[config.mk]
export PLATFORM = sky130hd
export DESIGN_NAME = command_frame_parser
export DESIGN_NICKNAME = d
export VERILOG_FILES = /design/src/hw/rtl/cfp_pkg.sv /design/src/hw/rtl/cfp_parser.sv /design/src/hw/rtl/command_frame_parser.sv
export VERILOG_INCLUDE_DIRS = /design/src /design/src/hw/rtl
export SDC_FILE = /design/constraint.sdc
export NUM_CORES = 1
export LEC_CHECK = 0
export CAP_MARGIN = 20
export CORE_MARGIN = 4
export CORE_UTILIZATION = 60
export DETAILED_ROUTE_END_ITERATION = 12
export DONT_BUFFER_PORTS = 1
export GPL_TIMING_DRIVEN = 0
export PLACE_DENSITY_LB_ADDON = 0.25
export SETUP_SLACK_MARGIN = 0.4
export SYNTH_ARGS = -nofsm -noshare
export SYNTH_HDL_FRONTEND = slang
export SYNTH_SLANG_ARGS = --single-unit
[constraint.sdc]
create_clock -name clk -period 22.8 [get_ports clk]
set_clock_uncertainty 0.15 [all_clocks]
set_input_delay 1.14 -clock clk [delete_from_list [all_inputs] [get_ports clk]]
set_output_delay 1.14 -clock clk [all_outputs]
set_load 0.01 [all_outputs]
[src/hw/rtl/command_frame_parser_assert.svh]
// ----------------------------------------------------------------------------
// Command frame parser assertion macros
// Shared assertion forms clocked on clk and disabled during rst.
// ----------------------------------------------------------------------------
`ifndef COMMAND_FRAME_PARSER_ASSERT_SVH
`define COMMAND_FRAME_PARSER_ASSERT_SVH

// A property that must hold at every clock edge outside reset.
`define CFP_ASSERT(lbl, prop, msg) \
  lbl: assert property (@(posedge clk) disable iff (rst) (prop)) else $error(msg);

// A condition in one cycle that must be followed by another in the next cycle.
`define CFP_ASSERT_NEXT(lbl, ante, cons, msg) \
  lbl: assert property (@(posedge clk) disable iff (rst) (ante) |=> (cons)) else $error(msg);

`endif

[src/hw/rtl/cfp_pkg.sv]
// ----------------------------------------------------------------------------
// Command frame parser package
// Header bytes, frame positions, command slot map and shared types.
// ----------------------------------------------------------------------------
package cfp_pkg;

  localparam int FRAME_LENGTH_DEF = 20;
  localparam int CMD_COUNT = 12;
  localparam int POS_W = 6;

  localparam logic [7:0] HDR_FIRST = 8'hAA;
  localparam logic [7:0] HDR_SECOND = 8'h55;

  localparam logic [POS_W-1:0] POS_HUNT = 6'd0;
  localparam logic [POS_W-1:0] POS_SYNC = 6'd1;
  localparam logic [POS_W-1:0] POS_LEN = 6'd2;
  localparam logic [POS_W-1:0] POS_DATA = 6'd3;

  // Payload offset (frame byte minus three) captured into each command slot.
  localparam logic [POS_W-1:0] CMD_INDEX [CMD_COUNT] = '{
    6'd0, 6'd1, 6'd2, 6'd3, 6'd4, 6'd5, 6'd6, 6'd7, 6'd8, 6'd9, 6'd10, 6'd15
  };

  typedef logic [CMD_COUNT-1:0][7:0] cmd_bytes_t;

  typedef struct packed {
    logic at_last;
    logic frame_end;
    logic sum_match;
    logic emit;
  } parse_evt_t;

endpackage

[src/hw/rtl/cfp_parser.sv]
// ----------------------------------------------------------------------------
// Command frame parser core
// Tracks the frame position and running sum, captures command bytes and
// flags a frame whose checksum matches.
// ----------------------------------------------------------------------------
module cfp_parser #(
  parameter int FRAME_LENGTH = cfp_pkg::FRAME_LENGTH_DEF
) (
  input  logic                clk,
  input  logic                rst,
  input  logic                in_fire,
  input  logic [7:0]          rx_byte,
  output cfp_pkg::parse_evt_t evt,
  output cfp_pkg::cmd_bytes_t cmd
);
  import cfp_pkg::*;

  localparam logic [POS_W-1:0] LAST = POS_W'(FRAME_LENGTH - 1);
  localparam logic [7:0] LEN_BYTE = 8'(FRAME_LENGTH);

  logic [POS_W-1:0] pos;
  logic [POS_W-1:0] pos_next;
  logic [7:0]       sum;
  logic [7:0]       sum_next;
  logic [POS_W-1:0] offset;
  logic             capture;
  cmd_bytes_t       cmd_store;

  assign offset  = pos - POS_DATA;
  assign capture = in_fire && (pos >= POS_DATA) && (pos < LAST);
  assign cmd     = cmd_store;

  always_comb begin
    pos_next    = pos;
    sum_next    = sum;
    evt         = '0;
    evt.at_last = (pos == LAST);
    if (in_fire) begin
      case (pos)
        POS_HUNT: begin
          if (rx_byte == HDR_FIRST) begin
            pos_next = POS_SYNC;
            sum_next = rx_byte;
          end
        end
        POS_SYNC: begin
          if (rx_byte == HDR_SECOND) begin
            pos_next = POS_LEN;
            sum_next = sum + rx_byte;
          end else if (rx_byte == HDR_FIRST) begin
            pos_next = POS_SYNC;
            sum_next = rx_byte;
          end else begin
            pos_next = POS_HUNT;
            sum_next = '0;
          end
        end
        POS_LEN: begin
          if (rx_byte == LEN_BYTE) begin
            pos_next = POS_DATA;
            sum_next = sum + rx_byte;
          end else begin
            pos_next = POS_HUNT;
            sum_next = '0;
          end
        end
        default: begin
          if (pos < LAST) begin
            pos_next = pos + 6'd1;
            sum_next = sum + rx_byte;
          end else begin
            evt.frame_end = 1'b1;
            evt.sum_match = (rx_byte == sum);
            evt.emit      = (rx_byte == sum);
            pos_next      = POS_HUNT;
            sum_next      = '0;
          end
        end
      endcase
    end
  end

  always_ff @(posedge clk) begin
    if (rst) begin
      pos <= POS_HUNT;
      sum <= '0;
    end else begin
      pos <= pos_next;
      sum <= sum_next;
    end
  end

  always_ff @(posedge clk) begin
    for (int i = 0; i < CMD_COUNT; i++) begin
      if (capture && (offset == CMD_INDEX[i])) begin
        cmd_store[i] <= rx_byte;
      end
    end
  end

  `include "command_frame_parser_assert.svh"

  `CFP_ASSERT(a_pos_in_frame, pos <= LAST, "Frame position ran past the checksum byte.")
  `CFP_ASSERT(a_hunt_sum_clear, (pos == POS_HUNT) |-> (sum == 8'd0), "Running sum not clear while hunting.")
  `CFP_ASSERT(a_emit_at_end, evt.emit |-> (evt.frame_end && evt.at_last && in_fire), "Frame emitted away from the checksum byte.")

endmodule

[src/hw/rtl/command_frame_parser.sv]
// ----------------------------------------------------------------------------
// Command frame parser
// Finds 0xAA 0x55 framed commands in a byte stream and delivers the command
// bytes of each frame whose additive checksum matches.
// ----------------------------------------------------------------------------
// The block takes one byte per cycle on the rx channel and delivers one
// command transfer on the cmd channel in the cycle after the checksum byte of
// a good frame is taken. Frame state and the running sum live in one register
// set. The only stall is on a checksum byte while the previous command
// transfer is still waiting in the output register; as frames are at least
// FRAME_LENGTH bytes long, a consumer that takes each command before the
// checksum byte of the next frame arrives never slows the byte stream.
module command_frame_parser #(
  parameter int FRAME_LENGTH = cfp_pkg::FRAME_LENGTH_DEF
) (
  input  logic       clk,
  input  logic       rst,
  input  logic       rx_valid,
  output logic       rx_ready,
  input  logic [7:0] rx_byte,
  output logic       cmd_valid,
  input  logic       cmd_ready,
  output logic [7:0] depth_hold,
  output logic [7:0] heading_hold,
  output logic [7:0] fore_aft,
  output logic [7:0] lateral,
  output logic [7:0] vertical,
  output logic [7:0] yaw_turn,
  output logic [7:0] thrust_gain,
  output logic [7:0] lamp,
  output logic [7:0] zoom_camera,
  output logic [7:0] gimbal,
  output logic [7:0] manipulator,
  output logic [7:0] motion_enable
);
  import cfp_pkg::*;

  parse_evt_t evt;
  cmd_bytes_t cmd;
  cmd_bytes_t out_cmd;
  logic       in_fire;

  assign rx_ready = !(cmd_valid && evt.at_last);
  assign in_fire  = rx_valid && rx_ready;

  cfp_parser #(
    .FRAME_LENGTH(FRAME_LENGTH)
  ) u_parser (
    .clk    (clk),
    .rst    (rst),
    .in_fire(in_fire),
    .rx_byte(rx_byte),
    .evt    (evt),
    .cmd    (cmd)
  );

  always_ff @(posedge clk) begin
    if (rst) begin
      cmd_valid <= 1'b0;
    end else if (evt.emit) begin
      cmd_valid <= 1'b1;
    end else if (cmd_ready) begin
      cmd_valid <= 1'b0;
    end
  end

  always_ff @(posedge clk) begin
    if (evt.emit) begin
      out_cmd <= cmd;
    end
  end

  assign depth_hold    = out_cmd[0];
  assign heading_hold  = out_cmd[1];
  assign fore_aft      = out_cmd[2];
  assign lateral       = out_cmd[3];
  assign vertical      = out_cmd[4];
  assign yaw_turn      = out_cmd[5];
  assign thrust_gain   = out_cmd[6];
  assign lamp          = out_cmd[7];
  assign zoom_camera   = out_cmd[8];
  assign gimbal        = out_cmd[9];
  assign manipulator   = out_cmd[10];
  assign motion_enable = out_cmd[11];

  `include "command_frame_parser_assert.svh"

  `CFP_ASSERT(a_stall_needs_pending, !rx_ready |-> cmd_valid, "Stall with no command waiting.")
  `CFP_ASSERT(a_emit_into_empty, evt.emit |-> !cmd_valid, "Command emitted over a waiting one.")
  `CFP_ASSERT_NEXT(a_emit_shows, evt.emit, cmd_valid && (out_cmd == $past(cmd)), "Command not shown.")

endmodule

==> flow_metrics.tcl, run 1 <==
set metrics [dict create \
    outcome "complete, no violations" \
    row_count 39 \
    place.gp.congestion 0.8953 \
    ctsResizeCount 0 \
    antenna_cells 0 \
    rsz0062_at_grt "no" \
    cts_setup_buffers 0 \
    post_synth.cell_area_avg_um2 18.95 \
    dieHeight_um 117.3 \
    first_global_vias 3252 \
    final_common_cell "edfxtp_1" \
    maxCapViolCount 0 \
    synth_edf_count 192 \
    p_total_uw 756.0 \
    clock_tree.buffer_depth 3 \
    ys_seq_area_share_pct 84.67 \
    io_buffer_count 0 \
    cts_tree "done" \
    ys_warn_count 0 \
    area_delta_synth_final_pct 13.24 \
    async_reset_ff_share_pct 0 \
    overflow 0 \
    worstSkewPairLatency_ps 470 \
    drv_slew 0 \
    crit_arrival_ps 1860 \
    clock.fmax_mhz 317.2 \
    drt_first_pass_iters 4 \
    drive_gt1_share_pct 12.47 \
    grt_usage_pct 18.66 \
    wl_per_cell_um 21.80 \
    grt_pass1_wl_mm 19.07 \
    max_slew_margin_pct 46.85 \
    nets 438 \
    synthTopCellsByArea "edfxtp_1 (80%), dfxtp_1 (4.2%), ha_1 (1.9%)" \
    grt_max_degree 17 \
    cts-buffers-inserted 19 \
    cts.sinks 207 \
    core_um2 11560 \
    post-route-min-period_ps 3153 \
    syn_nets 402 \
    synth_top_area_share_pct 80.48 \
    synthCells 378 \
    p_leak_nw 2.627 \
    drc_errors 0 \
    cp-end-kind "primary output" \
    ys_ff_latch 207 \
    antenna_found_initial 0 \
    hp-class "flip-flop to flip-flop" \
    cp.required_ps 21510 \
    drtIter0Drc 338 \
    hold_buffers 0 \
    peakVddDrop_v 0.00005450 \
    fin_crit_sh_pct 13.83 \
    startpoint_type "flip-flop" \
    finalHoldViolations 0 \
    synth_cell_types 50 \
    dieWidth_um 117.3 \
    criticalPathCategory "flip-flop to primary output" \
    tns_ps 0 \
    final_cell_mix "edfxtp_1 (192), clkbuf_16 (19), nor2_1 (18), nand2_1 (16)" \
    initial_core_util_pct 61.95 \
    cts_root_buffer "clkbuf_16" \
    synth_top_cell_by_area "edfxtp_1" \
    dpl.hpwl_mm 7.924 \
    worst_pin_slew_ps 791.1 \
    p_per_area_nw_per_um2 93.19 \
    ys.flop_type "edfxtp_1" \
    clk_pin_slew_ps 60 \
    num_vias 3333 \
    h-tree-depth 1 \
    via_per_inst 5.868 \
    setup_viol 0 \
    path_max_fanout 6 \
    postRouteAntennaNets 0 \
    die_area_um2 13750 \
    num_io_pins 110 \
    syn-cell-area_um2 7164 \
    drt_wl_total_mm 12.38 \
]
[power by group]
group	internal [mW]	total (mW)	switching (mW)
logic	0.00796	0.0210	0.0131
registers	0.413	0.414	0.00127
clock network	0.197	0.321	0.123
[routing by layer]
metal,vias to the layer above,part of all wire (%),GRT usage (%)
met5,-,0,0
met4,0,1.9,4.511
met3,23,6.9,4.113
met2,127,50,30.28
met1,1633,42,26.24
li1,1550,-,-
[cell usage after synthesis (6+ instances only)]
cell type	count
a21oi_1	15
dfxtp_1	15
edfxtp_1	192
ha_1	11
inv_1	9
nand2_1	16
nand2b_1	8
nand3_1	6
nor2_1	18
nor3_1	9
o21ai_0	7
[cell families after synthesis]
family                   Yosys count  share of synthesized area, %
multiplexers                       2                        0.2794
XOR/XNOR                           3                        0.3668
buffers and inverters             16                        0.9081
AO/OA/AOI/OAI                     54                         4.995
AND/OR/NAND/NOR                   84                         6.584
flip-flops                       207                         84.67
adder cells (fa/ha/maj)           12                         2.200
[stage by stage]
stage                     instance area [um^2]  utilization [%]  setup WS (ps)  hold WS [ps]  instances
final                                     8113            70.15          19650         265.4        568
after global routing                      8113            70.15          19470         271.8        568
after CTS                                 8093            69.98          19670         266.5        565
after detailed placement                  7448            64.41          19240         254.5        533
after global placement                    7343            63.50           7854         250.5        521
after floorplan                           7164                -          10950         250.3        378
[registers in the layout, summed over array words and instances (netlist names), 6 cells and up]
| name | flops |
|---|---|
| manipulator | 8 |
| lamp | 8 |
| u_parser.sum | 8 |
| depth_hold | 8 |
| lateral | 8 |
| u_parser.pos | 6 |
| vertical | 8 |
| zoom_camera | 8 |
| gimbal | 8 |
| yaw_turn | 8 |
| fore_aft | 8 |
| motion_enable | 8 |
| heading_hold | 8 |
| thrust_gain | 8 |
| u_parser.cmd | 96 |
[area by class of cell]
class | instances | area [um^2]
repair buffers | 15 | 118.9
fillers | 707 | 3452
multi-input cells | 155 | 1040
well taps | 143 | 178.9
plain buffers | 7 | 31.28
clock buffers | 19 | 475.5
clock inverters | 13 | 168.9
inverters | 9 | 33.78
flip-flops and latches | 207 | 6066
[worst max-delay path, cell delays in order (launching register included)]
cell	delay, ps
dfxtp_1	430
ha_1	250
nor3b_1	450
nand4_1	270
[worst paths after layout]
check	cells after the start	end	from	slack, ps
setup / recovery	3	rx_ready	u_parser.pos[1]	19650
hold / removal	0	yaw_turn[4]	u_parser.cmd[44]	270
setup reg to reg	7	u_parser.cmd[42]	u_parser.pos[1]	19650
hold reg to reg	0	yaw_turn[4]	u_parser.cmd[44]	270
Note: power is estimated with default switching activity, not from simulation.
==> run 2, diff against run 1 <==
--- a/config.mk
+++ b/config.mk
@@ -8,7 +8,7 @@
 export LEC_CHECK = 0
 export CAP_MARGIN = 20
 export CORE_MARGIN = 4
-export CORE_UTILIZATION = 60
+export CORE_UTILIZATION = 56
 export DETAILED_ROUTE_END_ITERATION = 12
 export DONT_BUFFER_PORTS = 1
 export GPL_TIMING_DRIVEN = 0
==> constraint.sdc (replaced) <==
create_clock -name clk -period 2.77 [get_ports clk]
set_clock_uncertainty 0.15 [all_clocks]
set_input_delay 0.1385 -clock clk [delete_from_list [all_inputs] [get_ports clk]]
set_output_delay 0.1385 -clock clk [all_outputs]
set_load 0.01 [all_outputs]
==> run 2 against run 1 <==
Register-to-register slack worse by 19000 ps; sequential power rose to 8.2 times the previous value; global-route usage up 1.4 points; first-iteration DRC count up 8.0%; non-clock buffer count up 27; flip-flop and latch count unchanged; hold slack worse by 250 ps; critical path type is now flip-flop to flip-flop; critical endpoint is now vertical[7]; largest power group unchanged; highest routed layer unchanged.
==> flow_metrics.tcl, run 2 (synthesis gave the netlist of run 1 again) <==
set metrics [dict create \
    crit_arrival_ps 2400 \
    maxCapViolCount 0 \
    drt_wl_total_mm 14.66 \
    cts-buffers-inserted 20 \
    finish.instance_area_um2 8776 \
    path_max_fanout 10 \
    drive_gt1_share_pct 21.32 \
    clock.fmax_mhz 424.9 \
    criticalPathCategory "flip-flop to flip-flop" \
    hp-class "input pin to flip-flop" \
    grt_usage_pct 20.04 \
    clock_tree.buffer_depth 3 \
    p_total_mw 6.200 \
    drv_slew 0 \
    top_layer_used "met4" \
    dr_wl_met2_mm 7.631 \
    placedCellCount 556 \
    via_per_inst 5.738 \
    p_leak_nw 2.800 \
    outcome "complete, no violations" \
    row_count 41 \
    nets 466 \
    drt-met1-wl_mm 5.841 \
    r2r_slack_ps 420 \
    clk_pin_slew_ps 60 \
    die_area_um2 14670 \
    wl_per_cell_um 23.38 \
    post-route-min-period_ps 2354 \
    largest_register_ff_count 96 \
    drc_errors 0 \
    peakVddDrop_v 0.0003804 \
    startpoint_type "flip-flop" \
    grt_pass1_wl_mm 21.75 \
    num_io_pins 110 \
    dieWidth_um 121.1 \
    critical_path.top_delay_family "buffers and inverters" \
    tns_ps 0 \
    crit_slowest_cell "nor4_4" \
    placed_cell_area_um2 7530 \
    post-place-ws_ps -260.7 \
    place.gp.congestion 0.8596 \
    path_buf_inv 6 \
    final_cells 627 \
    rsz0062_at_grt "yes" \
    drt_first_pass_iters 4 \
    cts.sinks 207 \
    finalHoldViolations 0 \
    drtIter0Drc 365 \
    dpl.hpwl_mm 8.157 \
    cp-end-kind "flip-flop" \
    area_delta_synth_final_pct 22.49 \
    antenna_cells 0 \
    postRouteAntennaNets 0 \
    final_common_cell "edfxtp_1" \
    cp.required_ps 2810 \
    p_per_area_nw_per_um2 706.4 \
    dieHeight_um 121.1 \
    first_global_vias 3558 \
    overflow 0 \
    num_vias 3598 \
    worst_pin_slew_ps 719.0 \
    slowest_delay_ps 400 \
    hold_slack_ps 19.14 \
    initial_core_util_pct 57.00 \
    fin_crit_sh_pct 84.97 \
    fin_ws_ps 416.3 \
    core_um2 12570 \
    h-tree-depth 1 \
    max_slew_margin_pct 51.91 \
    antenna_found_initial 0 \
    fin_util_pct 69.83 \
    cts_root_buffer "clkbuf_16" \
    cts_tree "done" \
    setup_viol 0 \
    worstSkewPairLatency_ps 470 \
    cp_cell_sequence "clkbuf_4, o31a_1, nor2_1, nor4_4, buf_6, buf_12, buf_12, buf_8, buf_12" \
    crit_top_cell "buf_12" \
    final_cell_mix "edfxtp_1 (192), clkbuf_16 (21), dlygate4sd3_1 (19), a21oi_1 (14)" \
    dr_wl_met3_mm 1.016 \
    grt_max_degree 18 \
    io_buffer_count 0 \
]
## run 2: final cells by class
| type | count | area (um^2) |
|---|---|---|
| clock buffers | 23 | 533.0 |
| fillers | 768 | 3792 |
| repair buffers | 42 | 525.5 |
| clock inverters | 12 | 86.33 |
| multi-input cells | 155 | 1257 |
| flip-flops and latches | 207 | 6075 |
| plain buffers | 7 | 50.05 |
| well taps | 172 | 215.2 |
| inverters | 9 | 33.78 |
## run 2: what timing repair did
action / 4_1_cts / 5_1_grt
endpoints found under the setup margin: 189 / 169
gates resized for setup: 41 / 16
pin swaps: 6 / 7
cloned: 2 / 0
endpoints found under the hold margin: 108 / 1
buffers inserted: 13 / 2
hold buffers: 18 / 1
## run 2: routing by layer
layer / global-route usage, % / vias up
li1: - / 1619
met1: 26.59 / 1806
met2: 34.56 / 154
met3: 4.149 / 19
met4: 4.391 / 0
met5: 0 / -
## run 2: worst paths after layout
| check | start | to | cells after the start |
|---|---|---|---|
| worst min-delay path | rx_byte[6] | u_parser.sum[6] | 3 |
| worst min register to register | u_parser.cmd[12] | heading_hold[4] | 0 |
| worst max-delay path | u_parser.pos[4] | vertical[7] | 9 |
| worst max register to register | u_parser.pos[4] | vertical[7] | 9 |
## run 2: tightest hold or removal path, delay by kind of cell
kind,cells,cell delay [ps]
AOI/OAI and AO/OA,1,210
and+or+nand+nor,1,70
adders and majority gates,1,190
## run 2: power breakdown
part,switching (mW),total (mW),internal (mW)
Sequential,0.0124,3.41,3.40
Clock,1.05,2.53,1.47
Combinational,0.158,0.261,0.103
Total,1.22,6.20,4.98
==> run 3, diff against run 2 <==
--- a/config.mk
+++ b/config.mk
@@ -6,9 +6,10 @@
 export SDC_FILE = /design/constraint.sdc
 export NUM_CORES = 1
 export LEC_CHECK = 0
+export ABC_AREA = 1
 export CAP_MARGIN = 20
 export CORE_MARGIN = 4
-export CORE_UTILIZATION = 56
+export CORE_UTILIZATION = 60
 export DETAILED_ROUTE_END_ITERATION = 12
 export DONT_BUFFER_PORTS = 1
 export GPL_TIMING_DRIVEN = 0
==> constraint.sdc (replaced) <==
create_clock -name clk -period 2.23 [get_ports clk]
set_clock_uncertainty 0.15 [all_clocks]
set_input_delay 0.1115 -clock clk [delete_from_list [all_inputs] [get_ports clk]]
set_output_delay 0.1115 -clock clk [all_outputs]
set_load 0.01 [all_outputs]
==> run 3 against run 2 <==
The run now ends with negative hold slack left; maximum frequency up 7.5%; final area is 11% higher; largest power group unchanged; non-clock buffer count rose by 35; highest routed layer unchanged; first-iteration DRC count grew 53%; hold slack worse by 460 ps.
==> flow_metrics.tcl, run 3 <==
set metrics [dict create \
    p_leak_nw 3.490 \
    drtIter0Drc 557 \
    drive_gt1_share_pct 32.75 \
    path_max_fanout 6 \
    worstHoldStart "rx_byte[3]" \
    hold_slack_ps -439.9 \
    p_seq_share_pct 55.6 \
    max_slew_margin_pct 45.73 \
    crit_arrival_ps 2250 \
    endpoint "u_parser.cmd[64]" \
    criticalPathCategory "flip-flop to flip-flop" \
    p_per_area_nw_per_um2 773.6 \
    grt_pass1_wl_mm 26.08 \
    synth_cell_types 30 \
    hp-class "input pin to flip-flop" \
    ys.flop_type "edfxtp_1" \
    grt_usage_pct 24.90 \
    final_cell_mix "edfxtp_1 (192), nand2_1 (54), inv_1 (40), nor2_1 (32), clkbuf_16 (27)" \
    drc_errors 0 \
    syn-cell-area_um2 7336 \
    largest_register_ff_count 96 \
    dieWidth_um 118.6 \
    synth_top_cell_by_area "edfxtp_1" \
    post-route-min-period_ps 2190 \
    overflow 0 \
    finalHoldViolations 28 \
    pwr-share-clk_pct 42.4 \
    ys_ff_latch 207 \
    p_sw_share_pct 20.73 \
    antenna_found_initial 1 \
    fin_util_pct 81.28 \
    drv_slew 0 \
    synth_top_area_share_pct 78.59 \
    cts_root_buffer "clkbuf_16" \
    r2r_end "u_parser.cmd[64]" \
    post-place-ws_ps -459.9 \
    dpl.hpwl_mm 7.958 \
    ys_seq_area_share_pct 82.69 \
    r2r_slack_ps 40 \
    cts_tree "done" \
    placed_cell_area_um2 7734 \
    startpoint_type "flip-flop" \
    async_reset_ff_share_pct 0 \
    yosys-top-cells-count "edfxtp_1 (192), nand2_1 (63), inv_1 (49)" \
    cts-buffers-inserted 20 \
    fin_ws_ps 39.82 \
    p_int_mw 5.987 \
    cp_cell_sequence "ha_4, clkinvlp_4, nand2_2, nand2_4, nand2_4, nor2_4, nand4_1, buf_6, nor3_4, buf_6" \
    num_vias 4425 \
    outcome "finished, violations left" \
    p_total_mw 7.553 \
    p_switching_mw 1.566 \
    crit_path_start "u_parser.pos[1]" \
    cp-end-kind "flip-flop" \
    synthCells 456 \
    fillers 578 \
    rr_startpoint "u_parser.pos[1]" \
    grt_max_degree 18 \
    finish.instance_area_um2 9763 \
    initial_core_util_pct 61.07 \
    maxCapViolCount 0 \
    area_delta_synth_final_pct 33.09 \
    final_common_cell "edfxtp_1" \
    drt_first_pass_iters 5 \
    final_cells 722 \
    tns_ps 0 \
    cp.required_ps 2290 \
    h-tree-depth 1 \
    cts.sinks 207 \
    synth_edf_count 192 \
    ys_warn_count 0 \
    slowest_delay_ps 370 \
    post_synth.cell_area_avg_um2 16.09 \
    clock_tree.buffer_depth 3 \
    drt_wl_total_mm 20.65 \
    yosys.cell_count.top_type "edfxtp_1" \
    worstSkewPairLatency_ps 490 \
    setup_viol 0 \
    syn_nets 480 \
    row_count 40 \
    io_buffer_count 0 \
    wl_per_cell_um 28.60 \
    r2r_cells 10 \
    rsz0062_at_grt "yes" \
    place.gp.congestion 0.9073 \
    violations "negative hold slack" \
    placedCellCount 606 \
    via_per_inst 6.129 \
    postRouteAntennaNets 0 \
    peakVddDrop_v 0.0005898 \
    dieHeight_um 118.6 \
    nets 587 \
    worst_pin_slew_ps 811.3 \
    clock.fmax_mhz 456.6 \
    power_frac_comb_pct 1.9 \
    synthTopCellsByArea "edfxtp_1 (79%), dfxtp_1 (4.1%), nand2_1 (3.2%)" \
    num_io_pins 110 \
    first_global_vias 4161 \
    crit_slowest_cell "dfxtp_4" \
    fin_crit_sh_pct 98.21 \
    core_um2 12010 \
    clk_pin_slew_ps 70 \
    die_area_um2 14060 \
]
## run 3: changes by cell type in the layout (fill, tap and decap cells not counted), sizes merged, moves of 5 or more
cell / change
nand2: +54
nor2b: -5
buf: +34
nand3: +11
nand2b: -8
inv: +42
clkinv: -5
a211oi: -5
nand4: +5
clkbuf: +5
nor2: +27
## run 3: worst max-delay path, delay by kind of cell, from the launching register on
kind	cells	cell delay (ps)
buffers and inverters	3	450
flip-flops	1	370
adder cells (fa/ha/maj)	1	190
AND/OR/NAND/NOR	6	750
## run 3: timing repair
action	4_1_cts	5_1_grt
buffers inserted	33	17
hold buffers	15	3
gates cloned	7	7
endpoints found under the hold margin	111	50
resized for setup	59	65
endpoints found under the setup margin	202	207
pin swaps	24	34
## run 3: how the worst min path moves through the flow
stage               slack (ps)               end  depth (start not counted)
detailed placement          60  u_parser.cmd[17]                          0
finish                    -440  u_parser.cmd[59]                          0
global placement            60  u_parser.cmd[90]                          0
floorplan                   60   u_parser.cmd[0]                          0
CTS                       -430  u_parser.cmd[23]                          0
global route              -460  u_parser.cmd[67]                          0
## run 3: layer usage
layer	vias up	GRT usage (%)	part of all wire [%]
met5	-	0	0
met1	2151	32.60	36
met2	354	42.17	50
li1	1848	-	-
met3	72	4.976	9.6
met4	0	8.182	4.4
## run 3: cell type report
class / instances / area [um^2] / area share [%]
sequential: 207 / 6083 / 62.31
multi-input combinational: 196 / 1518 / 15.55
timing repair buffer: 82 / 1119 / 11.46
clock buffer: 26 / 544.3 / 5.575
inverter: 51 / 226.5 / 2.320
tap: 147 / 183.9 / 1.884
clock inverter: 7 / 41.29 / 0.4229
buffer: 2 / 23.77 / 0.2435
timing repair inverter: 3 / 21.27 / 0.2179
antenna: 1 / 2.502 / 0.02563
## run 3: kinds of logic (layout without fill, tap and decap cells)
| family | after synthesis | after routing | share of synthesized area [%] |
|---|---|---|---|
| AO/OA/AOI/OAI | 26 | 26 | 2.030 |
| XOR/XNOR | 3 | 3 | 0.3582 |
| adder cells (fa/ha/maj) | 12 | 12 | 2.149 |
| buffers and inverters | 53 | 171 | 3.002 |
| flip-flops | 207 | 207 | 82.69 |
| other | 0 | 1 | 0 |
| AND/OR/NAND/NOR | 155 | 155 | 9.773 |
## run 3: power by group through the flow
stage | sequential, mW | clock (mW) | combinational (mW)
6_report | 4.20 | 3.21 | 0.145
5_1_grt | 4.20 | 3.45 | 0.156
4_1_cts | 4.21 | 3.07 | 0.109
3_5_place_dp | 4.29 | 0 | 0.0592
3_3_place_gp | 4.29 | 0 | 0.0582
2_1_floorplan | 4.29 | 0 | 0.0484
